--- config.mk ---
export PLATFORM = sky130hd
export DESIGN_NAME = hybrid_gait_step_search
export DESIGN_NICKNAME = d
export VERILOG_FILES = /design/src/rtl/hgss_pkg.sv /design/src/rtl/hgss_alu.sv /design/src/rtl/hgss_ctrl.sv /design/src/rtl/hybrid_gait_step_search.sv
export SDC_FILE = /design/constraint.sdc
export NUM_CORES = 1
export LEC_CHECK = 0
export BUFFER_PORTS_ARGS = -buffer_cell sky130_fd_sc_hd__buf_4
export CAP_MARGIN = 10
export CORE_UTILIZATION = 35
export CTS_CLUSTER_DIAMETER = 100
export DETAILED_ROUTE_END_ITERATION = 16
export HOLD_SLACK_MARGIN = 0.12
export PLACE_DENSITY_LB_ADDON = 0.15
export SKIP_LAST_GASP = 1
export SYNTH_ARGS = -nofsm -noshare
export SYNTH_HDL_FRONTEND = slang
export SYNTH_SLANG_ARGS = --single-unit
--- constraint.sdc ---
create_clock -name clock -period 12.2 [get_ports clock]
set_clock_uncertainty 0.15 [all_clocks]
set_input_delay 2.44 -clock clock [delete_from_list [all_inputs] [get_ports clock]]
set_output_delay 2.44 -clock clock [all_outputs]
set_load 0.03 [all_outputs]
--- src/rtl/hgss_pkg.sv ---
// hgss_pkg: shared types and constants of the hybrid gait step search
// angle constants in Q8.16, register indexes, config and result structs
// no dependencies
package hgss_pkg;

   localparam int          ANG_W       = 24;
   localparam int          LEN_W       = 16;
   localparam int          CNT_OUT_W   = 3;
   localparam int          CSR_IDX_W   = 2;

   // working width of the angle wrap, holds the biased leg-plus-pitch value
   localparam int          WRAP_W      = 26;
   localparam int          WRAP_STEPS  = 7;
   localparam int          TWO_PI_VAL  = 411775;

   localparam logic [WRAP_W-1:0] ANG_TWO_PI  = 26'd411775;
   localparam logic [WRAP_W-1:0] ANG_HALF_PI = 26'd102944;
   // multiple of 2pi that lifts every leg-plus-pitch value above zero
   localparam logic [WRAP_W-1:0] WRAP_BIAS   = 26'd17294550;
   localparam logic [WRAP_W-1:0] WRAP_OFFSET = WRAP_BIAS - ANG_HALF_PI;

   localparam logic [CSR_IDX_W-1:0] CSR_WHEEL_RADIUS = 2'd0;
   localparam logic [CSR_IDX_W-1:0] CSR_STRIDE_MIN   = 2'd1;
   localparam logic [CSR_IDX_W-1:0] CSR_STRIDE_MAX   = 2'd2;

   localparam logic [LEN_W-1:0] WHEEL_RADIUS_RST = 16'd7209;
   localparam logic [LEN_W-1:0] STRIDE_MIN_RST   = 16'd6554;
   localparam logic [LEN_W-1:0] STRIDE_MAX_RST   = 16'd13107;

   typedef struct packed {
      logic [LEN_W-1:0] wheel_radius;
      logic [LEN_W-1:0] stride_min;
      logic [LEN_W-1:0] stride_max;
   } cfg_type;

   typedef struct packed {
      logic                 valid;
      logic [CNT_OUT_W-1:0] step_count;
      logic [LEN_W-1:0]     stride_len;
   } rsp_type;

endpackage

--- src/rtl/hgss_alu.sv ---
// hgss_alu: shared subtract and compare unit
// used by the angle wrap and by the step length divider
// depends on hgss_pkg
module hgss_alu (
   input  logic [hgss_pkg::WRAP_W-1:0] a,
   input  logic [hgss_pkg::WRAP_W-1:0] b,
   output logic [hgss_pkg::WRAP_W-1:0] diff,
   output logic                        ge
);

   logic [hgss_pkg::WRAP_W:0] full;

   assign full = {1'b0, a} - {1'b0, b};
   assign diff = full[hgss_pkg::WRAP_W-1:0];
   assign ge   = ~full[hgss_pkg::WRAP_W];

endmodule

--- src/rtl/hgss_ctrl.sv ---
// hgss_ctrl: sequencer of the step search
// wraps both leg angles, then multiplies and divides once per tried count
// depends on hgss_pkg and hgss_alu
module hgss_ctrl #(
   parameter int MAX_STEPS = 6
) (
   input  logic                                clock,
   input  logic                                reset,
   input  logic                                start,
   input  logic signed [hgss_pkg::ANG_W-1:0]   right_angle,
   input  logic signed [hgss_pkg::ANG_W-1:0]   left_angle,
   input  logic signed [hgss_pkg::ANG_W-1:0]   pitch_angle,
   input  hgss_pkg::cfg_type                   cfg,
   output logic                                busy,
   output hgss_pkg::rsp_type                   rsp
);

   localparam int CW    = $clog2(MAX_STEPS + 1);
   localparam int DW    = $clog2((MAX_STEPS / 2 + 2) * hgss_pkg::TWO_PI_VAL);
   localparam int PW    = hgss_pkg::LEN_W + DW;
   localparam int BW    = $clog2(DW);
   localparam int WW    = hgss_pkg::WRAP_W;
   localparam int KW    = $clog2(hgss_pkg::WRAP_STEPS);

   typedef enum logic [2:0] {
      ST_IDLE,
      ST_WRAP,
      ST_MUL,
      ST_DIV,
      ST_CHECK
   } state_type;

   state_type           state_ff, state_in;
   logic [WW-1:0]       work_ff, work_in;
   logic [WW-1:0]       pend_ff, pend_in;
   logic [KW-1:0]       k_ff, k_in;
   logic                leg_ff, leg_in;
   logic [DW-1:0]       d_right_ff, d_right_in;
   logic [DW-1:0]       d_left_ff, d_left_in;
   logic [CW-1:0]       count_ff, count_in;
   logic [DW-1:0]       num_ff, num_in;
   logic [CW-1:0]       prem_ff, prem_in;
   logic [BW-1:0]       bit_ff, bit_in;
   hgss_pkg::rsp_type   rsp_ff, rsp_in;

   logic [WW-1:0]       alu_a, alu_b, alu_diff;
   logic                alu_ge;
   logic signed [WW:0]  sum_right, sum_left;
   logic [WW-1:0]       wrap_res;
   logic [CW:0]         div_t;
   logic [DW-1:0]       delta;
   logic [PW-1:0]       prod;
   logic [DW-1:0]       min_len, max_len;
   logic [CW+2:0]       count_wide;

   hgss_alu u_alu (
      .a    (alu_a),
      .b    (alu_b),
      .diff (alu_diff),
      .ge   (alu_ge)
   );

   assign sum_right = {{3{right_angle[hgss_pkg::ANG_W-1]}}, right_angle}
                    + {{3{pitch_angle[hgss_pkg::ANG_W-1]}}, pitch_angle}
                    + {1'b0, hgss_pkg::WRAP_OFFSET};
   assign sum_left  = {{3{left_angle[hgss_pkg::ANG_W-1]}}, left_angle}
                    + {{3{pitch_angle[hgss_pkg::ANG_W-1]}}, pitch_angle}
                    + {1'b0, hgss_pkg::WRAP_OFFSET};

   assign div_t      = {prem_ff, num_ff[DW-1]};
   assign wrap_res   = alu_ge ? alu_diff : work_ff;
   assign delta      = count_ff[0] ? d_right_ff : d_left_ff;
   assign prod       = PW'(cfg.wheel_radius) * PW'(delta);
   assign min_len    = DW'(cfg.stride_min);
   assign max_len    = DW'(cfg.stride_max);
   assign count_wide = {3'b000, count_ff};

   always_comb begin
      alu_a = work_ff;
      alu_b = hgss_pkg::ANG_TWO_PI << k_ff;
      if (state_ff == ST_DIV) begin
         alu_a = WW'(div_t);
         alu_b = WW'(count_ff);
      end
   end

   always_comb begin
      state_in   = state_ff;
      work_in    = work_ff;
      pend_in    = pend_ff;
      k_in       = k_ff;
      leg_in     = leg_ff;
      d_right_in = d_right_ff;
      d_left_in  = d_left_ff;
      count_in   = count_ff;
      num_in     = num_ff;
      prem_in    = prem_ff;
      bit_in     = bit_ff;
      rsp_in     = rsp_ff;
      rsp_in.valid = 1'b0;

      unique case (state_ff)
         ST_IDLE: begin
            if (start) begin
               work_in  = sum_right[WW-1:0];
               pend_in  = sum_left[WW-1:0];
               k_in     = KW'(hgss_pkg::WRAP_STEPS - 1);
               leg_in   = 1'b0;
               state_in = ST_WRAP;
            end
         end
         ST_WRAP: begin
            work_in = wrap_res;
            k_in    = k_ff - 1'b1;
            if (k_ff == '0) begin
               k_in = KW'(hgss_pkg::WRAP_STEPS - 1);
               if (!leg_ff) begin
                  d_right_in = wrap_res[DW-1:0];
                  work_in    = pend_ff;
                  leg_in     = 1'b1;
               end else begin
                  d_left_in = wrap_res[DW-1:0];
                  count_in  = CW'(1);
                  state_in  = ST_MUL;
               end
            end
         end
         ST_MUL: begin
            num_in   = prod[PW-1:hgss_pkg::LEN_W];
            prem_in  = '0;
            bit_in   = BW'(DW - 1);
            state_in = ST_DIV;
         end
         ST_DIV: begin
            prem_in = alu_ge ? alu_diff[CW-1:0] : div_t[CW-1:0];
            num_in  = {num_ff[DW-2:0], alu_ge};
            bit_in  = bit_ff - 1'b1;
            if (bit_ff == '0) begin
               state_in = ST_CHECK;
            end
         end
         ST_CHECK: begin
            if (num_ff < min_len) begin
               if (count_ff[0]) begin
                  d_right_in = d_right_ff + DW'(hgss_pkg::TWO_PI_VAL);
               end else begin
                  d_left_in = d_left_ff + DW'(hgss_pkg::TWO_PI_VAL);
               end
            end
            priority if (num_ff > min_len && num_ff < max_len) begin
               rsp_in.valid      = 1'b1;
               rsp_in.step_count = count_wide[2:0];
               rsp_in.stride_len = num_ff[hgss_pkg::LEN_W-1:0];
               state_in          = ST_IDLE;
            end else if (count_ff == CW'(MAX_STEPS)) begin
               rsp_in.valid      = 1'b1;
               rsp_in.step_count = '0;
               rsp_in.stride_len = '0;
               state_in          = ST_IDLE;
            end else begin
               count_in = count_ff + 1'b1;
               state_in = ST_MUL;
            end
         end
         default: begin
            state_in = ST_IDLE;
         end
      endcase
   end

   always_ff @(posedge clock) begin
      if (reset) begin
         state_ff     <= ST_IDLE;
         rsp_ff.valid <= 1'b0;
      end else begin
         state_ff     <= state_in;
         rsp_ff.valid <= rsp_in.valid;
      end
      rsp_ff.step_count <= rsp_in.step_count;
      rsp_ff.stride_len <= rsp_in.stride_len;
      work_ff    <= work_in;
      pend_ff    <= pend_in;
      k_ff       <= k_in;
      leg_ff     <= leg_in;
      d_right_ff <= d_right_in;
      d_left_ff  <= d_left_in;
      count_ff   <= count_in;
      num_ff     <= num_in;
      prem_ff    <= prem_in;
      bit_ff     <= bit_in;
   end

   assign busy = (state_ff != ST_IDLE);
   assign rsp  = rsp_ff;

endmodule

--- src/rtl/hybrid_gait_step_search.sv ---
// a search wraps both legs, then tries n counts (1 to MAX_STEPS), each with a multiply, a
// divide of D bits, D being the divider width (21 for MAX_STEPS = 6), and a check; a new
// beat is taken in the cycle the result shows
// the shared subtract unit runs seven steps per leg for the wrap, one bit per divide step
// reset (synchronous, active high) clears the sequencer and loads the register defaults
// results are a one-cycle strobe, the receiver cannot stall
module hybrid_gait_step_search #(
   parameter int MAX_STEPS = 6
) (
   input  logic                                        clock,
   input  logic                                        reset,
   input  logic                                        start,
   output logic                                        busy,
   input  logic signed [hgss_pkg::ANG_W-1:0]           req_right_rear_angle,
   input  logic signed [hgss_pkg::ANG_W-1:0]           req_left_rear_angle,
   input  logic signed [hgss_pkg::ANG_W-1:0]           req_pitch_angle,
   output logic                                        rsp_valid,
   output logic [hgss_pkg::CNT_OUT_W-1:0]              rsp_step_count,
   output logic [hgss_pkg::LEN_W-1:0]                  rsp_stride_len,
   input  logic                                        csr_write_enable,
   input  logic [hgss_pkg::CSR_IDX_W-1:0]              csr_index,
   input  logic [hgss_pkg::LEN_W-1:0]                  csr_wdata
);

   hgss_pkg::cfg_type cfg_ff, cfg_in;
   hgss_pkg::rsp_type rsp;

   always_comb begin
      cfg_in = cfg_ff;
      if (csr_write_enable) begin
         unique case (csr_index)
            hgss_pkg::CSR_WHEEL_RADIUS: cfg_in.wheel_radius = csr_wdata;
            hgss_pkg::CSR_STRIDE_MIN:   cfg_in.stride_min   = csr_wdata;
            hgss_pkg::CSR_STRIDE_MAX:   cfg_in.stride_max   = csr_wdata;
            default:                    cfg_in              = cfg_ff;
         endcase
      end
   end

   always_ff @(posedge clock) begin
      if (reset) begin
         cfg_ff.wheel_radius <= hgss_pkg::WHEEL_RADIUS_RST;
         cfg_ff.stride_min   <= hgss_pkg::STRIDE_MIN_RST;
         cfg_ff.stride_max   <= hgss_pkg::STRIDE_MAX_RST;
      end else begin
         cfg_ff <= cfg_in;
      end
   end

   hgss_ctrl #(
      .MAX_STEPS (MAX_STEPS)
   ) u_ctrl (
      .clock       (clock),
      .reset       (reset),
      .start       (start),
      .right_angle (req_right_rear_angle),
      .left_angle  (req_left_rear_angle),
      .pitch_angle (req_pitch_angle),
      .cfg         (cfg_ff),
      .busy        (busy),
      .rsp         (rsp)
   );

   assign rsp_valid      = rsp.valid;
   assign rsp_step_count = rsp.step_count;
   assign rsp_stride_len = rsp.stride_len;

endmodule

# ---- Word level (Yosys, flattened, before mapping)
# Index checks and enable logic that the tools add are counted.
dict set report classes {
  n_addsub 10
  mul 1
  n_div 0
  n_lt_le_gt_ge 3
  eq_ne 17
  shift 1
  muxes 42
  bitwise 2
  n_reduce_logical 22
}
# cell n
set op_table {}
lappend op_table {{2-to-1 mux 21 bit} 9}
lappend op_table {{2-to-1 mux 26 bit} 6}
lappend op_table {{case mux 21 bit (2 select lines)} 3}
lappend op_table {{adder 26 x 25 -> 26 bit (second input constant)} 2}
lappend op_table {{case mux 26 bit (2 select lines)} 1}
lappend op_table {{adder 24 x 24 -> 25 bit} 2}
lappend op_table {{adder 21 x 19 -> 21 bit (second input constant)} 2}
lappend op_table {{< comparator 21 x 16 -> 1 bit} 2}
lappend op_table {{2-to-1 mux 20 bit} 2}
lappend op_table {{multiplier 16 x 21 -> 37 bit} 1}
lappend op_table {{2-to-1 mux 3 bit} 12}
lappend op_table {{subtractor 26 x 26 -> 27 bit} 1}
lappend op_table {{<< shifter 19 x 3 -> 26 bit (first input constant)} 1}
lappend op_table {{> comparator 21 x 16 -> 1 bit} 1}
lappend op_table {{case mux 3 bit (2 select lines)} 3}
lappend op_table {{case mux 3 bit (5 select lines)} 1}
lappend op_table {{AND reduction 5 bit} 3}
lappend op_table {{inequality test 2 bit (second input constant)} 6}
lappend op_table {{AND reduction 2 bit} 6}
lappend op_table {{case mux 5 bit (2 select lines)} 1}
lappend op_table {{inequality test 2 x 1 -> 1 bit (second input constant)} 4}
lappend op_table {{nonzero test 2 bit} 4}
lappend op_table {{equality test 3 x 2 -> 1 bit (second input constant)} 2}
lappend op_table {{equality test 3 bit (second input constant)} 2}
lappend op_table {{18 further kinds} 21}
dict set report totals {
  register_bits 201
  latch_bits 0
  mem_bits_rw 0
  mem_bits_ro 0
  in_bits 94
  out_inout_bits 21
  elab_cells 115
  memories 0
}

# ---- Longest topological paths before layout
# Gate-level depths: netlist of run 1.
dict set report depth {
  ltp_word 7
  mapped_depth 28
  ltp_nobuf 25
}

# ---- Modules after synthesis
# Synthesis of run 1 repeated with hierarchy kept, for this count alone.
dict set report unflattened {
  cells_unflattened 2860
  area_unflattened_um2 25612.1
}
# module instances cells_per_inst area_each_um2 seq_area_each_um2
set modules_own_cells {}
lappend modules_own_cells {hgss_ctrl 1 2449 22185.0 4554.4}
lappend modules_own_cells {hybrid_gait_step_search 1 191 1955.6 960.9}
lappend modules_own_cells {hgss_alu 1 220 1471.4 0.0}

# ---- Worst setup path after synthesis of run 1
# Ideal clock, no wire load.
dict set report synth_timing {
  kind {register to register}
  start {register u_ctrl.count_ff[0]}
  end {register u_ctrl.num_ff[16] (data pin)}
  setup_ns 0.268
  arrival_time_ns 6.951
  required_time_ns 11.782
  setup_slack_ns 4.831
  stages_incl_launch_ff 27
  path_buffers 3
  period_less_slack_ns 7.369
  path_cell_list {edfxtp_1 buf_6 clkbuf_1 mux2_2 clkbuf_1 and2_1 fa_1 inv_1 fa_1 inv_1 fa_1 fa_1 fa_1 inv_1 fa_1 inv_1 ha_1 a21oi_1 nor2_1 a211oi_1 o21a_1 a211oi_2 o211ai_1 or3b_1 o31ai_1 xor2_1 a21oi_1}
}
dict set report synth_via {
  elab_chain_cells 3
}
# item line_no
set synth_rtl {}
lappend synth_rtl {{start, declared} hgss_ctrl.sv:40} ;# logic [CW-1:0] count_ff, count_in;
lappend synth_rtl {{start signal, assigned} hgss_ctrl.sv:187} ;# count_ff <= count_in;
lappend synth_rtl {{2-to-1 mux 21 bit} hgss_ctrl.sv:72} ;# assign delta = count_ff[0] ? d_right_ff : d_left_ff;
lappend synth_rtl {{multiplier 16 x 21 -> 37 bit} hgss_ctrl.sv:73} ;# assign prod = PW'(cfg.wheel_radius) * PW'(delta);
lappend synth_rtl {{case mux 21 bit (2 select lines)} hgss_ctrl.sv:102} ;# unique case (state_ff)
lappend synth_rtl {{net u_ctrl.num_in[16]} hgss_ctrl.sv:41} ;# logic [DW-1:0] num_ff, num_in;
lappend synth_rtl {{end signal, assigned} hgss_ctrl.sv:188} ;# num_ff <= num_in;
lappend synth_rtl {{end, declared} hgss_ctrl.sv:41}
# The timed path passes the listed nets, and every way through them passes these cells.
# A chain may end at the register's enable or synchronous reset.

# ---- Worst setup path in the final report of run 1
# Ends and elaborated chain as after synthesis.

==> impl_metrics.ini, run 1 <==
[worst_setup_path]
cpPeakStageDelay_ps = 540
arrival_ps = 7760
critPathTopFamily = adder cells
start_kind = register
cp_common_cell = fa_1
critPathKind = register to register
r2r-start = u_ctrl.count_ff[0]
reg2reg_to = u_ctrl.num_ff[16]
cpMaxStageDelayCell = mux2_2
path_buf_inv = 5
rrSetupSlack_ps = 4590
crit_fanout = 27
cp_cell_sequence = buf_4 > mux2_2 > and2_1 > fa_1 > inv_1 > fa_1 > inv_1 > fa_1 > fa_1 > fa_1 > inv_1 > fa_1 > inv_1 > ha_1 > a21oi_1 > nor2_1 > a211oi_1 > o21a_1 > a211oi_2 > o211ai_1 > or3b_1 > o31ai_1 > xor2_1 > a21oi_1
critPathRequiredTime_ps = 12350
critPathCaptureType = register
rr_worst_depth = 24

[cells_and_area]
finalNetCount = 3523
final_common_cell = inv_1
stdcell_count = 3909
layout_common_cells = inv_1, nand2_1, fa_1
drive_above_1_share_pct = 8.75
syn_to_final_growth_pct = 10.6
diodes = 0

[pwr]
leakage_nw = 12.8
p_per_area_nw_per_um2 = 232
vdd_drop_max_mv = 0.179

[floorplanning]
die-height_um = 273
fp-row-count = 98
io_pins = 115
initial_core_util_pct = 35.6
die_area_sq_um = 74500
coreArea_sq_um = 72100
die_w_um = 273

[logic_synthesis]
synth_seq_area_share_pct = 21.5
syn_nets = 3466
avgSynthCellArea_sq_um = 8.91
yosys_warnings = 0
async_reset_ff_share_pct = 0
synth_cell_types = 90
synth_edf_count = 149
ys_ff_latch = 201
synthCells = 2882
synth_area_sq_um = 25700
ys.flop_type = edfxtp_1

[placement]
dp_slack_ps = 4550
dp_cells = 3860
dp_hpwl_um = 57300
gp_congestion = 0.887
port_buffers = 114

[sta]
fin_ws_ps = 4590
fin_crit_ps = 7610
setup_tns_ps = 0
slew_headroom_pct = 23.8
max_freq_mhz = 131
hold-worst-slack_ps = 303
setup_viol = 0
slew_violations = 0
period_share_pct = 62.4
hold_viol = 0
tightest_slew_ps = 1110
rsz0062_at_grt = no

[clocking]
cts.path.max_buffers = 3
cts_made_buffers = 26
cts_resized = 0
cts_tree = built
clkTransAtPathRegs_ps = 60
postCtsSetupBuffers = 0
cts.sinks = 201
cts_hold_buf = 0
clock_latency_ps = 570
h-tree-depth = 1
clockRootBuffer = clkbuf_16

[run_status]
status = complete, no violations

[worst_hold_path]
hold_end = cfg_ff[11]
whs_path_depth = 2
hp-class = register to register
min_from = cfg_ff[11]

[routing]
first_pass_iters = 5
wl_per_cell_um = 18.5
vias = 20225
viasPerCell = 5.17
drc = 0
routed_wl_um = 72500
drtIter0Drc = 1201
ant_nets = 0

[global_route]
grt_pass1_vias = 21144
antenna_found_initial = 0
grtUsageTotal_pct = 19.5
grt_max_degree = 53
gr-total-overflow = 0
grt_first_pass_wirelength_um = 116000

[job]
cap_viol_max_count = 0
==> sequential cells by signal, indices dropped and copies added, names as in the netlist <==
register           cells
u_ctrl.prem_ff         3
cfg_ff                48
u_ctrl.leg_ff          1
u_ctrl.work_ff        26
u_ctrl.pend_ff        26
u_ctrl.d_right_ff     21
u_ctrl.d_left_ff      21
u_ctrl.rsp            20
u_ctrl.num_ff         21
u_ctrl.bit_ff          5
u_ctrl.state_ff        3
u_ctrl.k_ff            3
u_ctrl.count_ff        3
==> area by class of cell <==
cell class | count | area [sq um]
clock buffer | 32 | 704
fill | 7240 | 43700
clock inverter | 16 | 165
inverter | 394 | 1480
sequential | 201 | 5520
tap | 950 | 1190
timing repair buffer | 149 | 1120
multi-input combinational | 2167 | 18200
==> cells by family after synthesis <==
| logic type | synth area share (%) |
|---|---|
| mux | 2.09 |
| flops | 21.5 |
| xor+xnor | 5.08 |
| buf+inv | 7.63 |
| compound gates | 14.4 |
| simple gates | 17.6 |
| fa+ha+maj | 31.7 |
==> metrics by stage <==
step	utilization, %	area (sq um)	total power [mW]
detailed placement	38.2	27500	5.84
global route	39.4	28400	7.24
CTS	39.4	28400	6.67
floorplan	-	25700	4.56
global placement	38.2	27500	5.77
finish	39.4	28400	6.58
==> Yosys cell counts (all sizes together) (28+ instances only) <==
master | number | area share (%)
nand3 | 38 | 0.74
xor2 | 46 | 1.6
o21a | 28 | 0.82
a21o | 73 | 2.1
nor3 | 31 | 0.64
clkbuf | 108 | 1.6
fa | 266 | 21
o21ai | 112 | 2.2
nand2 | 389 | 5.7
and2 | 185 | 4.5
dfxtp | 52 | 4.1
nor2 | 112 | 1.6
edfxtp | 149 | 17
ha | 224 | 11
mux2i | 31 | 1.2
inv | 394 | 5.8
xnor2 | 100 | 3.5
a21oi | 164 | 3.2
==> worst register-to-register path, delay by kind of cell, from the launching register on <==
kind / cells / cell delay [ps]
adder cells (fa/ha/maj): 7 / 3430
XOR/XNOR: 1 / 190
flip-flops: 1 / 340
multiplexers: 1 / 570
buffers and inverters: 5 / 530
AO/OA/AOI/OAI: 7 / 1410
AND/OR/NAND/NOR: 3 / 720
==> report_power, final <==
group	internal, mW	total, mW	switching (mW)
clock	0.456	0.781	0.324
sequential	1.09	1.21	0.121
combinational	1.88	4.59	2.71
==> routing by layer <==
layer  vias to the layer above  routed length [um]  global-route usage, %
li1                       9712                   -                      -
met1                      9937               32200                   25.0
met2                       480               35500                   34.9
met3                        96                2640                   1.55
met4                         0                2130                   5.84
met5                         -                   0                      0
==> worst max-delay path by stage <==
stage          slack [ps]               start                 to  cells past startpoint
2_1_floorplan        4830  u_ctrl.count_ff[0]  u_ctrl.num_ff[16]                     26
3_3_place_gp         4660  u_ctrl.count_ff[0]  u_ctrl.num_ff[20]                     24
3_5_place_dp         4550  u_ctrl.count_ff[0]  u_ctrl.num_ff[20]                     24
4_1_cts              4530  u_ctrl.count_ff[0]  u_ctrl.num_ff[20]                     24
5_1_grt              4180  u_ctrl.count_ff[0]  u_ctrl.num_ff[16]                     24
6_report             4590  u_ctrl.count_ff[0]  u_ctrl.num_ff[16]                     24
Note: power is estimated with default switching activity, not from simulation.
==> inputs of run 2 (changes only) <==
Clock period 12.2 ns to 6.3 ns, I/O delays scaled along.
==> run 2 against run 1 <==
Effect of this change: the run now ends with negative setup slack left; via count up 2.5%; global-route usage up 0.17 points; power up 130%; clock power up 100%; routed wire length up 1.6%; die area unchanged; critical path type unchanged.
==> impl_metrics.ini, run 2 (synthesis gave the netlist of run 1 again) <==
[sta]
rsz0062_at_grt = yes
max_freq_mhz = 144
fin_ws_ps = -664
setup_tns_ps = -9200
slew_violations = 0
fin_crit_ps = 6960
slew_headroom_pct = 19.6
hold-worst-slack_ps = 303
period_share_pct = 111
hold_viol = 0
setup_viol = 20
tightest_slew_ps = 1200

[routing]
drtIter0Drc = 1081
first_pass_iters = 7
wl_met3_um = 2320
viasPerCell = 5.06
wl_per_cell_um = 18.0
drc = 0
highest_layer = met4
wl_met2_um = 36100
vias = 20734
ant_nets = 0
routed_wl_um = 73600
met1_length_um = 33200

[floorplanning]
coreArea_sq_um = 72100
die_w_um = 273
io_pins = 115
fp-row-count = 98
die_area_sq_um = 74500
initial_core_util_pct = 35.6
die-height_um = 273

[placement]
port_buffers = 114
dp_slack_ps = -895
placed_area_sq_um = 29000
gp_congestion = 0.868
dp_hpwl_um = 60500

[cells_and_area]
diodes = 0
finalNetCount = 3714
largest_reg_flops = 48
nFillCells = 7142
max_flop_register = cfg_ff
drive_above_1_share_pct = 17.5
fin_area_sq_um = 30600
reg_top3 = cfg_ff x48, u_ctrl.pend_ff x26, u_ctrl.work_ff x26
syn_to_final_growth_pct = 19.1
final_common_cell = nand2_1
layout_common_cells = nand2_1, inv_1, buf_4

[worst_hold_path]
hp-class = register to register
min_from = cfg_ff[6]

[job]
cap_viol_max_count = 0

[global_route]
grt_max_degree = 53
antenna_found_initial = 1
gr-total-overflow = 0
grt_first_pass_wirelength_um = 117000
grtUsageTotal_pct = 19.7
grt_pass1_vias = 21537

[pwr]
p_total_mw = 15.0
netSwitchingFraction_pct = 44.3
p_int_mw = 8.36
combPwrFrac_pct = 73.8
switchingPower_mw = 6.64
pwr-share-seq_pct = 15.5
leakage_nw = 13.8
p_per_area_nw_per_um2 = 490
vdd_drop_max_mv = 0.852
clkPwrFrac_pct = 10.7

[clocking]
clockRootBuffer = clkbuf_16
cts.path.max_buffers = 3
cts_hold_buf = 0
clkTransAtPathRegs_ps = 60
h-tree-depth = 1
cts.sinks = 201
cts_made_buffers = 27
clock_latency_ps = 580
cts_tree = built

[worst_setup_path]
path_buf_inv = 6
critPathKind = register to register
r2r-start = u_ctrl.count_ff[0]
arrival_ps = 7120
critPathRequiredTime_ps = 6450
critPathTopFamily = adder cells
crit_fanout = 6
cpPeakStageDelay_ps = 550
critPathCaptureType = register
start_kind = register
startpoint = u_ctrl.count_ff[0]
cpMaxStageDelayCell = fa_2
cp_common_cell = fa_1

[run_status]
violations = negative setup slack
status = finished, violations left
## run 2: cell types whose count changed in the layout (fill, tap and decap cells not counted), sizes merged
cell / change
buf: +188
bufinv: +1
clkbuf: +2
clkinv: -4
clkinvlp: +1
inv: +3
mux2: +1
## run 2: cell type report
type | count | area, sq um | area share (%)
Clock inverter | 17 | 186 | 0.610
Clock buffer | 33 | 729 | 2.39
Sequential cell | 201 | 5520 | 18.0
Timing Repair Buffer | 338 | 2720 | 8.89
Inverter | 394 | 1480 | 4.84
Tap cell | 950 | 1190 | 3.89
Multi-Input combinational cell | 2168 | 18800 | 61.4
## run 2: what timing repair did
action                                  4_1_cts  5_1_grt
gates resized for setup                      56       69
pin swaps                                    20       75
endpoints found under the setup margin       21       21
buffers inserted                              9       17
gates cloned                                  2        0
## run 2: stage by stage
step,instances,util (%)
after floorplan,2882,-
after detailed placement,4027,40.3
final,4101,42.4
after CTS,4087,42.0
after global routing,4101,42.4
after global placement,4027,40.3
## run 2: metal layers
metal | track usage [%] | vias up
met1 | 25.5 | 10166
met5 | 0 | -
met2 | 34.7 | 364
met4 | 5.51 | 0
met3 | 1.97 | 99
li1 | - | 10105
## run 2: tightest hold or removal path, stage by stage, from the launching register on
cell and delay [ps]:
dfxtp_1 310, nand2_1 50, a21oi_1 50
## run 2: path summary, 6_finish.rpt
check | to | slack (ps) | cells after the start
hold reg to reg | cfg_ff[6] | 300 | 2
setup / recovery | u_ctrl.num_ff[16] | -660 | 25
hold / removal | cfg_ff[6] | 300 | 2
setup reg to reg | u_ctrl.num_ff[16] | -660 | 25
## run 2: power groups by stage
stage / logic [mW] / clock network (mW) / registers, mW
global route: 12.3 / 1.69 / 2.35
floorplan: 6.87 / 0 / 2.26
CTS: 10.8 / 1.64 / 2.33
finish: 11.1 / 1.60 / 2.33
detailed placement: 10.2 / 0 / 2.35
global placement: 10.0 / 0 / 2.35
==> inputs of run 3 (changes only) <==
Settings changed: CORE_UTILIZATION 35 to 55.
==> run 3 against run 2 <==
Effect of this change: highest routed layer unchanged; final area down 1.1%; final cell count down 8.6%; largest power group unchanged; setup slack worse by 9.5 ps; combinational power up 9.9%; the run still ends with negative setup slack left.
==> impl_metrics.ini, run 3 (synthesis gave the netlist of run 1 again) <==
[global_route]
grtUsageTotal_pct = 30.2
antenna_found_initial = 0
grt_max_degree = 53
grt_first_pass_wirelength_um = 114000
grt_pass1_vias = 21748
gr-total-overflow = 0

[sta]
slew_violations = 0
fin_crit_ps = 6970
rsz0062_at_grt = yes
hold_viol = 0
setup_tns_ps = -8940
tightest_slew_ps = 1110
setup_viol = 20
period_share_pct = 111
max_freq_mhz = 143
slew_headroom_pct = 26.0
fin_ws_ps = -674

[clocking]
cts.path.max_buffers = 3
cts.sinks = 201
h-tree-depth = 1
cts_hold_buf = 0
clkTransAtPathRegs_ps = 60
clock_latency_ps = 550
clockRootBuffer = clkbuf_16
cts_made_buffers = 25
cts_tree = built

[routing]
ant_nets = 0
wl_per_cell_um = 19.1
drtIter0Drc = 1165
vias = 21362
drc = 0
routed_wl_um = 71600
first_pass_iters = 5
viasPerCell = 5.70

[cells_and_area]
finalNetCount = 3712
max_flop_register = cfg_ff
reg_top3 = cfg_ff x48, u_ctrl.pend_ff x26, u_ctrl.work_ff x26
layout_common_cells = inv_1, nand2_1, buf_4
final_common_cell = inv_1
syn_to_final_growth_pct = 17.8
drive_above_1_share_pct = 18.1
fin_area_sq_um = 30300
post-route-util_pct = 66.2
largest_reg_flops = 48
diodes = 0

[floorplanning]
io_pins = 115
initial_core_util_pct = 56.2
die_w_um = 218
coreArea_sq_um = 45700
die_area_sq_um = 47600
die-height_um = 218
fp-row-count = 78

[pwr]
p_per_area_nw_per_um2 = 531
leakage_nw = 13.9
vdd_drop_max_mv = 1.51
p_total_mw = 16.1

[placement]
dp_hpwl_um = 58500
port_buffers = 114
gp_congestion = 0.947
placed_area_sq_um = 28400

[job]
cap_viol_max_count = 0

[worst_setup_path]
critPathKind = register to register
start_kind = register
crit_fanout = 9
critPathRequiredTime_ps = 6440
critPathCaptureType = register
arrival_ps = 7120

[worst_hold_path]
hp-class = register to register

[run_status]
status = finished, violations left
violations = negative setup slack
==> run 3: cell count changes in the layout (fill, tap and decap cells not counted), sizes merged <==
cell      previous run  this run
clkinv               8         2
inv                398       401
buf                337       339
clkbuf              34        33
clkinvlp             2         1
mux2                21        20
==> run 3: final cells by class <==
type,instances,area [sq um]
inverter,394,1480
sequential,201,5520
clock buffer,33,728
timing repair buffer,339,2780
fill,3733,15400
tap,600,751
clock inverter,13,170
multi-input combinational,2167,18800
==> run 3: path summary, 6_finish.rpt <==
kind | slack [ps] | depth (start not counted) | startpoint | endpoint
worst max-delay path | -670 | 24 | u_ctrl.count_ff[0] | u_ctrl.num_ff[16]
worst min-delay path | 310 | 2 | cfg_ff[11] | cfg_ff[11]
worst max register to register | -670 | 24 | u_ctrl.count_ff[0] | u_ctrl.num_ff[16]
worst min register to register | 310 | 2 | cfg_ff[11] | cfg_ff[11]
==> run 3: layer usage <==
metal | share of wire, % | global-route usage, %
met5 | 0 | 0
met4 | 4.0 | 11.1
met3 | 4.5 | 2.93
met2 | 50 | 54.6
met1 | 41 | 37.2
==> run 3: critical path, cell delays in order (launching register included) <==
cell	delay (ps)
edfxtp_1	510
buf_12	210
mux2_4	360
buf_12	150
buf_4	170
and2_1	180
fa_1	530
inv_1	50
fa_1	530
inv_1	50
fa_1	520
fa_1	440
fa_1	490
inv_1	50
fa_1	470
inv_1	40
ha_1	210
a21o_1	190
a21o_1	180
a21oi_2	190
o22ai_1	110
or3b_4	410
o31ai_4	260
xor2_1	200
a21oi_1	80
==> run 3: stage by stage <==
step | hold WS [ps] | instances | worst slack [ps]
3_3_place_gp | 292 | 3664 | -709
2_1_floorplan | 286 | 2882 | -299
6_report | 309 | 3747 | -674
4_1_cts | 308 | 3737 | -627
3_5_place_dp | 300 | 3664 | -823
5_1_grt | 328 | 3747 | -897
==> run 3: where the power goes <==
group	switching [mW]	internal [mW]	leakage, nW
Clock	0.612	0.947	0.444
Combinational	6.42	5.78	11.7
Sequential	0.204	2.11	1.78
==> run 3: what timing repair did <==
item	CTS	global route
endpoints found under the setup margin	21	21
gates cloned	1	0
resized for setup	120	55
pin swaps	52	60
setup buffers	27	12
